[src/pdlf_pkg.sv]
// Shared constants for the pixel desaturate-and-lift filter.
// No dependencies; used by the top level and its port checker.
`timescale 1ns / 1ps
`default_nettype none

package pdlf_pkg;

    localparam int          CHAN_W     = 8;
    localparam int          TDATA_W    = 4 * CHAN_W;
    localparam int          LIFT_W     = 17;
    localparam int          PIPE_DEPTH = 5;
    localparam logic [7:0]  CHAN_MAX   = 8'd255;
    localparam logic [16:0] LIFT_RESET = 17'd22282;

endpackage

`default_nettype wire

[src/pixel_desaturate_lift_filter_top.sv]
// Pixel desaturate-and-lift filter: five-stage pipeline over RGBA8 stream transfers.
// Depends on pdlf_pkg for channel widths, pipeline depth and the lift reset value.
//
// One pixel enters per clock when the output side takes every transfer, and its result
// leaves after passing in order through the five registered stages
// (luma and keep products, luma scaling multiply, desaturate and clamp, lift multiply,
// round and saturate). Each stage advances on its own, so a stall on the output fills
// bubbles before input ready drops. lift_amount is Q1.16 (0.34 after reset) and is
// written through the cfg channel, which is always ready; write it only while idle.
`timescale 1ns / 1ps
`default_nettype none

module pixel_desaturate_lift_filter_top #(
    parameter int FRAC_BITS = 16
) (
    input  wire logic                          clk,
    input  wire logic                          rst_n,
    input  wire logic                          cfg_valid,
    output logic                               cfg_ready,
    input  wire logic [pdlf_pkg::LIFT_W-1:0]   cfg_data,    // lift_amount
    input  wire logic                          s_axis_tvalid,
    output logic                               s_axis_tready,
    input  wire logic [pdlf_pkg::TDATA_W-1:0]  s_axis_tdata, // red_in, green_in, blue_in, alpha_in
    output logic                               m_axis_tvalid,
    input  wire logic                          m_axis_tready,
    output logic [pdlf_pkg::TDATA_W-1:0]       m_axis_tdata  // red_out, green_out, blue_out, alpha_out
);

    localparam int F      = FRAC_BITS;
    localparam int CW     = pdlf_pkg::CHAN_W;
    localparam int DEPTH  = pdlf_pkg::PIPE_DEPTH;
    localparam int LUM_W  = F + 9;
    localparam int KP_W   = F + 8;
    localparam int BP_W   = 2 * F + 9;
    localparam int N_W    = F + 10;
    localparam int NC_W   = F + 8;
    localparam int LF_W   = F + 2;
    localparam int LFX_W  = pdlf_pkg::LIFT_W + F + 1;
    localparam int LP_W   = 2 * F + 10;
    localparam int V_W    = F + 11;

    localparam longint unsigned ONE_L   = 64'(1) << F;
    localparam longint unsigned HALF_L  = 64'(1) << (F - 1);
    localparam longint unsigned CR_L    = ((64'(299) << F) + 64'(500)) / 64'(1000);
    localparam longint unsigned CG_L    = ((64'(587) << F) + 64'(500)) / 64'(1000);
    localparam longint unsigned CB_L    = ((64'(114) << F) + 64'(500)) / 64'(1000);
    localparam longint unsigned KEEP_L  = ((64'(12) << F) + 64'(50)) / 64'(100);
    localparam longint unsigned REST_L  = ONE_L - KEEP_L;
    localparam longint unsigned EXTRA_L = ((64'(6) << F) + 64'(50)) / 64'(100);

    localparam logic [LUM_W-1:0] C_R   = LUM_W'(CR_L);
    localparam logic [LUM_W-1:0] C_G   = LUM_W'(CG_L);
    localparam logic [LUM_W-1:0] C_B   = LUM_W'(CB_L);
    localparam logic [KP_W-1:0]  KEEP  = KP_W'(KEEP_L);
    localparam logic [BP_W-1:0]  REST  = BP_W'(REST_L);
    localparam logic [LF_W-1:0]  EXTRA = LF_W'(EXTRA_L);
    localparam logic [NC_W-1:0]  WHITE = NC_W'(pdlf_pkg::CHAN_MAX) << F;

    logic [pdlf_pkg::LIFT_W-1:0] lift_reg;
    logic [DEPTH-1:0]            valid_reg;
    logic [DEPTH-1:0]            en;

    logic [LUM_W-1:0] lum1_reg;
    logic [KP_W-1:0]  k1_reg  [3];
    logic [CW-1:0]    a1_reg;
    logic [BP_W-1:0]  bp2_reg;
    logic [KP_W-1:0]  k2_reg  [3];
    logic [CW-1:0]    a2_reg;
    logic [NC_W-1:0]  nc3_reg [3];
    logic [NC_W-1:0]  d3_reg  [3];
    logic [CW-1:0]    a3_reg;
    logic [NC_W-1:0]  nc4_reg [3];
    logic [LP_W-1:0]  lp4_reg [3];
    logic [CW-1:0]    a4_reg;
    logic [CW-1:0]    out5_reg [3];
    logic [CW-1:0]    a5_reg;

    logic [LUM_W-1:0] lum1_next;
    logic [KP_W-1:0]  k1_next  [3];
    logic [BP_W-1:0]  bp2_next;
    logic [NC_W-1:0]  nc3_next [3];
    logic [NC_W-1:0]  d3_next  [3];
    logic [LP_W-1:0]  lp4_next [3];
    logic [CW-1:0]    out5_next [3];

    logic [LFX_W-1:0] lf_wide;
    logic [LF_W-1:0]  lf;
    logic [LF_W-1:0]  lb;
    logic [CW-1:0]    ch_in [3];
    logic [N_W-1:0]   base3;
    logic [N_W-1:0]   n3    [3];
    logic [V_W-1:0]   v5    [3];
    logic [V_W-1:0]   rnd5  [3];

    assign cfg_ready = 1'b1;

    always_ff @(posedge clk or negedge rst_n)
    begin
        if (!rst_n)
        begin
            lift_reg <= pdlf_pkg::LIFT_RESET;
        end
        else if (cfg_valid)
        begin
            lift_reg <= cfg_data;
        end
    end

    // per-stage advance: a stage loads when it is empty or the next one loads
    always_comb
    begin
        en[DEPTH-1] = !valid_reg[DEPTH-1] || m_axis_tready;
        for (int i = DEPTH - 2; i >= 0; i--)
        begin
            en[i] = !valid_reg[i] || en[i+1];
        end
    end

    assign s_axis_tready = en[0];
    assign m_axis_tvalid = valid_reg[DEPTH-1];

    always_ff @(posedge clk or negedge rst_n)
    begin
        if (!rst_n)
        begin
            valid_reg <= '0;
        end
        else
        begin
            if (en[0])
            begin
                valid_reg[0] <= s_axis_tvalid;
            end
            for (int i = 1; i < DEPTH; i++)
            begin
                if (en[i])
                begin
                    valid_reg[i] <= valid_reg[i-1];
                end
            end
        end
    end

    always_comb
    begin
        lf_wide = (LFX_W'(lift_reg) << F) + LFX_W'(32768);
        lf      = lf_wide[LFX_W-1:16];
        lb      = lf + EXTRA;

        ch_in[0] = s_axis_tdata[CW-1:0];
        ch_in[1] = s_axis_tdata[2*CW-1:CW];
        ch_in[2] = s_axis_tdata[3*CW-1:2*CW];

        lum1_next = LUM_W'(ch_in[0]) * C_R + LUM_W'(ch_in[1]) * C_G
                  + LUM_W'(ch_in[2]) * C_B;
        bp2_next  = BP_W'(lum1_reg) * REST;
        base3     = N_W'((bp2_reg + BP_W'(HALF_L)) >> F);

        for (int c = 0; c < 3; c++)
        begin
            k1_next[c]  = KP_W'(ch_in[c]) * KEEP;
            n3[c]       = base3 + N_W'(k2_reg[c]);
            nc3_next[c] = (n3[c] > N_W'(WHITE)) ? WHITE : NC_W'(n3[c]);
            d3_next[c]  = WHITE - nc3_next[c];
            lp4_next[c] = LP_W'(d3_reg[c]) * LP_W'((c == 2) ? lb : lf);
            v5[c]       = V_W'(nc4_reg[c]) + V_W'((lp4_reg[c] + LP_W'(HALF_L)) >> F);
            rnd5[c]     = (v5[c] + V_W'(HALF_L)) >> F;
            out5_next[c] = (rnd5[c] > V_W'(pdlf_pkg::CHAN_MAX)) ? pdlf_pkg::CHAN_MAX
                                                                : rnd5[c][CW-1:0];
        end
    end

    always_ff @(posedge clk)
    begin
        if (en[0])
        begin
            lum1_reg <= lum1_next;
            k1_reg   <= k1_next;
            a1_reg   <= s_axis_tdata[4*CW-1:3*CW];
        end
        if (en[1])
        begin
            bp2_reg <= bp2_next;
            k2_reg  <= k1_reg;
            a2_reg  <= a1_reg;
        end
        if (en[2])
        begin
            nc3_reg <= nc3_next;
            d3_reg  <= d3_next;
            a3_reg  <= a2_reg;
        end
        if (en[3])
        begin
            nc4_reg <= nc3_reg;
            lp4_reg <= lp4_next;
            a4_reg  <= a3_reg;
        end
        if (en[4])
        begin
            out5_reg <= out5_next;
            a5_reg   <= a4_reg;
        end
    end

    assign m_axis_tdata = {a5_reg, out5_reg[2], out5_reg[1], out5_reg[0]};

endmodule

`default_nettype wire

[config.mk]
export PLATFORM = sky130hd
export DESIGN_NAME = pixel_desaturate_lift_filter_top
export DESIGN_NICKNAME = d
export VERILOG_FILES = /design/src/pdlf_pkg.sv /design/src/pixel_desaturate_lift_filter_top.sv
export SDC_FILE = /design/constraint.sdc
export NUM_CORES = 2
export LEC_CHECK = 0
export BUFFER_PORTS_ARGS = -buffer_cell sky130_fd_sc_hd__buf_2
export CORE_AREA = 2 2 483 676
export CTS_CLUSTER_DIAMETER = 80
export DETAILED_ROUTE_END_ITERATION = 8
export DIE_AREA = 0 0 485 678
export GPL_TIMING_DRIVEN = 0
export HOLD_SLACK_MARGIN = 0.15
export SYNTH_ARGS = -nofsm -noshare
export SYNTH_HDL_FRONTEND = slang
export SYNTH_SLANG_ARGS = --single-unit
[constraint.sdc]
create_clock -name clk -period 20 [get_ports clk]
set_clock_uncertainty 0.2 [all_clocks]
set_input_delay 1 -clock clk [delete_from_list [all_inputs] [get_ports clk]]
set_output_delay 1 -clock clk [all_outputs]
set_load 0.01 [all_outputs]
# ---- Word-level counts from Yosys, hierarchy flattened
# Index checks and enable logic that the tools add are counted.
dict set report word_totals {
  regBits 599
}
dict set report op_classes {
  add_sub_neg 20
  mul 10
  n_lt_le_gt_ge 6
  reduce_logical 10
  n_mux 3
}
# op count
set op_table {}
lappend op_table {{adder 42 x 16 -> 42 bit, second input constant} 3}
lappend op_table {{multiplier 24 x 18 -> 42 bit} 3}
lappend op_table {{adder 24 x 26 -> 27 bit} 3}
lappend op_table {{adder 27 x 16 -> 27 bit, second input constant} 3}
lappend op_table {{adder 25 x 21 -> 26 bit} 3}
lappend op_table {{> comparator 26 x 24 -> 1 bit, second input constant} 3}
lappend op_table {{2-to-1 mux 24 bit} 3}
lappend op_table {{subtractor 24 bit, first input constant} 3}
lappend op_table {{multiplier 8 x 10 -> 18 bit, second input constant} 3}
lappend op_table {{multiplier 8 x 15 -> 23 bit, second input constant} 2}
lappend op_table {{adder 41 x 16 -> 41 bit, second input constant} 1}
lappend op_table {{multiplier 25 x 13 -> 38 bit, second input constant} 1}
lappend op_table {{adder 33 x 16 -> 34 bit, second input constant} 1}
lappend op_table {{> comparator 11 x 8 -> 1 bit, second input constant} 3}
lappend op_table {{adder 23 x 24 -> 25 bit} 1}
lappend op_table {{adder 25 x 21 -> 25 bit} 1}
lappend op_table {{multiplier 8 x 13 -> 21 bit, second input constant} 1}
lappend op_table {{adder 18 x 12 -> 18 bit, second input constant} 1}
lappend op_table {{zero test 1 bit} 5}
lappend op_table {{logical OR 1 bit} 5}

# ---- Depth between registers and ports, before layout
dict set report depth {
  ltp_word 6
  depth_mapped 34
}

# ---- Least setup slack after synthesis
# Ideal clock, no wire load.
dict set report synth_timing {
  path_type {reg-to-reg}
  start {register lift_reg[2] (netlist bit)}
  end {register lp4_reg[40] (netlist bit), data pin}
  n_path_buf 3
  arrival_time_ps 7678
  setup_slack_ps 11864
  required_ps 19542
  setup_ps 258
  stages_incl_launch_ff 33
  period_less_slack_ps 8136
  path_cell_list {dfrtp_1 > clkbuf_1 > inv_1 > clkbuf_1 > ha_1 > a21boi_0 > o21ai_0 > nand2_1 > nand3_1 > xnor2_1 > clkbuf_1 > nand2_1 > fa_1 > inv_1 > fa_1 > fa_1 > fa_1 > fa_1 > inv_1 > fa_1 > inv_1 > ha_1 > a21o_1 > a21o_1 > a221o_1 > a32oi_1 > o21ai_1 > a211oi_1 > o21ai_1 > a41oi_1 > nand2b_1 > a21oi_1 > xnor2_1}
}
# item line
set synth_rtl {}
lappend synth_rtl {{start, declared} pixel_desaturate_lift_filter_top.sv:59} ;# logic [pdlf_pkg::LIFT_W-1:0] lift_reg;
lappend synth_rtl {{start signal, assigned} pixel_desaturate_lift_filter_top.sv:101} ;# lift_reg <= pdlf_pkg::LIFT_RESET;
lappend synth_rtl {{start signal, assigned} pixel_desaturate_lift_filter_top.sv:105} ;# lift_reg <= cfg_data;
lappend synth_rtl {{end signal, assigned} pixel_desaturate_lift_filter_top.sv:196} ;# lp4_reg <= lp4_next;
lappend synth_rtl {{end, declared} pixel_desaturate_lift_filter_top.sv:73} ;# logic [LP_W-1:0] lp4_reg [3];

==> impl_metrics.json <==
{
  "status": "complete, but fails checks",
  "violations": "capacitance limit",
  "grt_antenna_before_repair": 27,
  "crit_path_start_kind": "flop",
  "gp_congestion": 0.950,
  "ios": 89,
  "drc_errors": 0,
  "hold_depth": 0,
  "core_area_sq_mm": 0.323,
  "clockBufferDepth": 3,
  "critical_path.most_common_cell": "fa_1",
  "holdPathEnd": "k2_reg[43]$_DFFE_PP_",
  "max_slew.worst_pin.slew_ns": 1.47,
  "hold_class": "reg -> reg",
  "place_hpwl_um": 187000,
  "areaGrowthSynthToFinish_pct": 9.68,
  "maxCapViolations": 1,
  "yosysSeqAreaShare_pct": 20.0,
  "period_share_pct": 56.9,
  "layout-drive-gt1-share_pct": 3.59,
  "dieArea_sq_mm": 0.329,
  "r2r-start": "lift_reg[2]$_DFFE_PN0P_",
  "io_buffer_count": 86,
  "hold_violations": 0,
  "grt_max_degree": 67,
  "post_dp_cell_area_sq_mm": 0.0863,
  "synth_cell_types": 105,
  "async_flop_share_pct": 4.08,
  "final_cell_mix": "inv_1, fa_1, nand2_1, ha_1, edfxtp_1",
  "drt_iter0_markers": 2353,
  "syn_area_sq_mm": 0.0803,
  "avgSynthCellArea_sq_um": 9.93,
  "final_area_sq_mm": 0.0881,
  "ant_nets": 0,
  "cts_buffers": 50,
  "dr.pass1.iters": 7,
  "fmax_ghz": 0.0878,
  "postCtsResizedCells": 0,
  "ys_warn_count": 0,
  "nNetsFinal": 10562,
  "timing.reg2reg.setup_slack_ns": 8.61,
  "gr-total-overflow": 0,
  "std_cell_rows": 247,
  "largest_reg_flops": 81,
  "hold_buffers": 0,
  "grt_usage_pct": 13.5,
  "wl_per_cell_um": 17.5,
  "routed_wl_um": 219000,
  "arrival_ns": 11.57,
  "crit_fanout": 10,
  "worst_path_max_delay_cell": "xnor2_1",
  "cts_tree": "built",
  "slew_viol_final": 0,
  "crit_buf_inv": 7,
  "synth_ff_type": "edfxtp_1",
  "cts.sinks": 539,
  "cpPeakStageDelay_ns": 1.18,
  "final_common_cell": "inv_1",
  "detail_route.vias_per_cell": 4.39,
  "clkSlewWorstSetupHoldPaths_ns": 0.07,
  "finalSetupViolCount": 0,
  "h-tree-depth": 2,
  "timing.slew.headroom_pct": 1.00,
  "syn-num-nets": 10412,
  "hp-start": "k1_reg[43]$_DFFE_PP_",
  "initial_core_util_pct": 24.9,
  "finalCriticalPeriod_ns": 11.39,
  "insertion_delay_ns": 0.64,
  "grt_pass1_wl_um": 341000,
  "fp.dieH_um": 678,
  "setup_tns_ns": 0,
  "rsz0062_at_grt": "false",
  "synth_edf_count": 517,
  "cts_setup_buffers": 0,
  "grt_pass1_vias": 59133,
  "required_ns": 20.18,
  "worstReg2RegEnd": "lp4_reg[40]$_DFFE_PP_",
  "rr_worst_depth": 32,
  "timing.critical_path.to_type": "flop",
  "root_buffer": "clkbuf_16",
  "path_delay_family": "adder cells",
  "crit_type": "reg -> reg",
  "synth-seq-cells": 539,
  "syn-instance-count": 8090,
  "die_x_um": 485,
  "vias": 55042
}
[through the flow]
step	setup slack (ns)	std cells	utilization, %	hold slack (ns)
2_1_floorplan	11.86	8090	-	0.200
3_3_place_gp	8.64	12409	26.6	0.200
3_5_place_dp	8.61	12421	26.7	0.205
4_1_cts	8.56	12515	27.3	0.208
5_1_grt	8.14	12518	27.3	0.212
6_report	8.61	12526	27.3	0.209
[worst max-delay path by stage]
| stage | start | to | slack (ns) | depth (start not counted) |
|---|---|---|---|---|
| CTS | lift_reg[2]$_DFFE_PN0P_ | lp4_reg[40]$_DFFE_PP_ | 8.56 | 32 |
| global placement | lift_reg[2]$_DFFE_PN0P_ | lp4_reg[40]$_DFFE_PP_ | 8.64 | 32 |
| detailed placement | lift_reg[2]$_DFFE_PN0P_ | lp4_reg[40]$_DFFE_PP_ | 8.61 | 32 |
| global route | lift_reg[2]$_DFFE_PN0P_ | lp4_reg[40]$_DFFE_PP_ | 8.14 | 32 |
| floorplan | lift_reg[2]$_DFFE_PN0P_ | lp4_reg[40]$_DFFE_PP_ | 11.86 | 32 |
| finish | lift_reg[2]$_DFFE_PN0P_ | lp4_reg[40]$_DFFE_PP_ | 8.61 | 32 |
[kinds of logic (layout without fill, tap and decap cells)]
| kind of cell | count (synthesis) | after routing | synth area share [%] |
|---|---|---|---|
| DFF | 539 | 539 | 20.0 |
| other | 1 | 12 | 0.00467 |
| adders and majority gates | 2268 | 2268 | 47.4 |
| and+or+nand+nor | 2235 | 2235 | 13.5 |
| xor gates and xnor gates | 361 | 361 | 3.99 |
| buffers and inverters | 2024 | 2216 | 9.51 |
| muxes | 28 | 28 | 0.380 |
| AOI/OAI and AO/OA | 634 | 634 | 5.26 |
[cell usage after synthesis, types with 9 or more instances]
cell type / instances / area (sq um)
a211o_1: 9 / 78.8
a211oi_1: 26 / 195
a21boi_0: 15 / 113
a21o_1: 62 / 465
a21oi_1: 162 / 811
a31oi_1: 29 / 181
and2_1: 453 / 2830
and3_1: 54 / 338
and4_1: 10 / 87.6
buf_1: 16 / 60.1
clkbuf_1: 224 / 841
dfrtp_1: 15 / 375
edfxtp_1: 517 / 15500
fa_1: 1287 / 25800
ha_1: 981 / 12300
inv_1: 1767 / 6630
mux2_2: 20 / 225
nand2_1: 983 / 3690
nand2b_1: 63 / 394
nand3_1: 105 / 526
nand4_1: 43 / 269
nor2_1: 277 / 1040
nor2b_1: 52 / 325
nor3_1: 92 / 460
nor4_1: 12 / 75.1
o211ai_1: 13 / 97.6
o21a_1: 47 / 353
o21ai_0: 126 / 631
o21bai_1: 12 / 90.1
o22ai_1: 16 / 100
or2_2: 13 / 81.3
or3_1: 21 / 131
xnor2_1: 228 / 2000
xor2_1: 129 / 1130
[metal layers]
metal / vias to the layer above / GRT usage (%) / wire length, um / share of wire [%]
met2: 1170 / 25.4 / 115000 / 53
met1: 27684 / 13.7 / 76900 / 35
li1: 25626 / - / - / -
met3: 540 / 1.49 / 8210 / 3.7
met4: 22 / 9.63 / 18500 / 8.4
met5: - / 0 / 125 / 0.057
[layout make-up]
class                           instances  area, sq um
Sequential cell                       539        16100
Multi-Input combinational cell       5527        56600
Clock buffer                           62         1390
Buffer                                257         1010
Timing Repair Buffer                   98          671
Tap cell                             4233         5300
Inverter                             1767         6630
Antenna cell                           11         27.5
Fill cell                           34023       235000
Clock inverter                         32          353
Power is left out: the tool's default activity adds up to more than one toggle a clock period on the data nets, which glitch-free logic cannot reach.
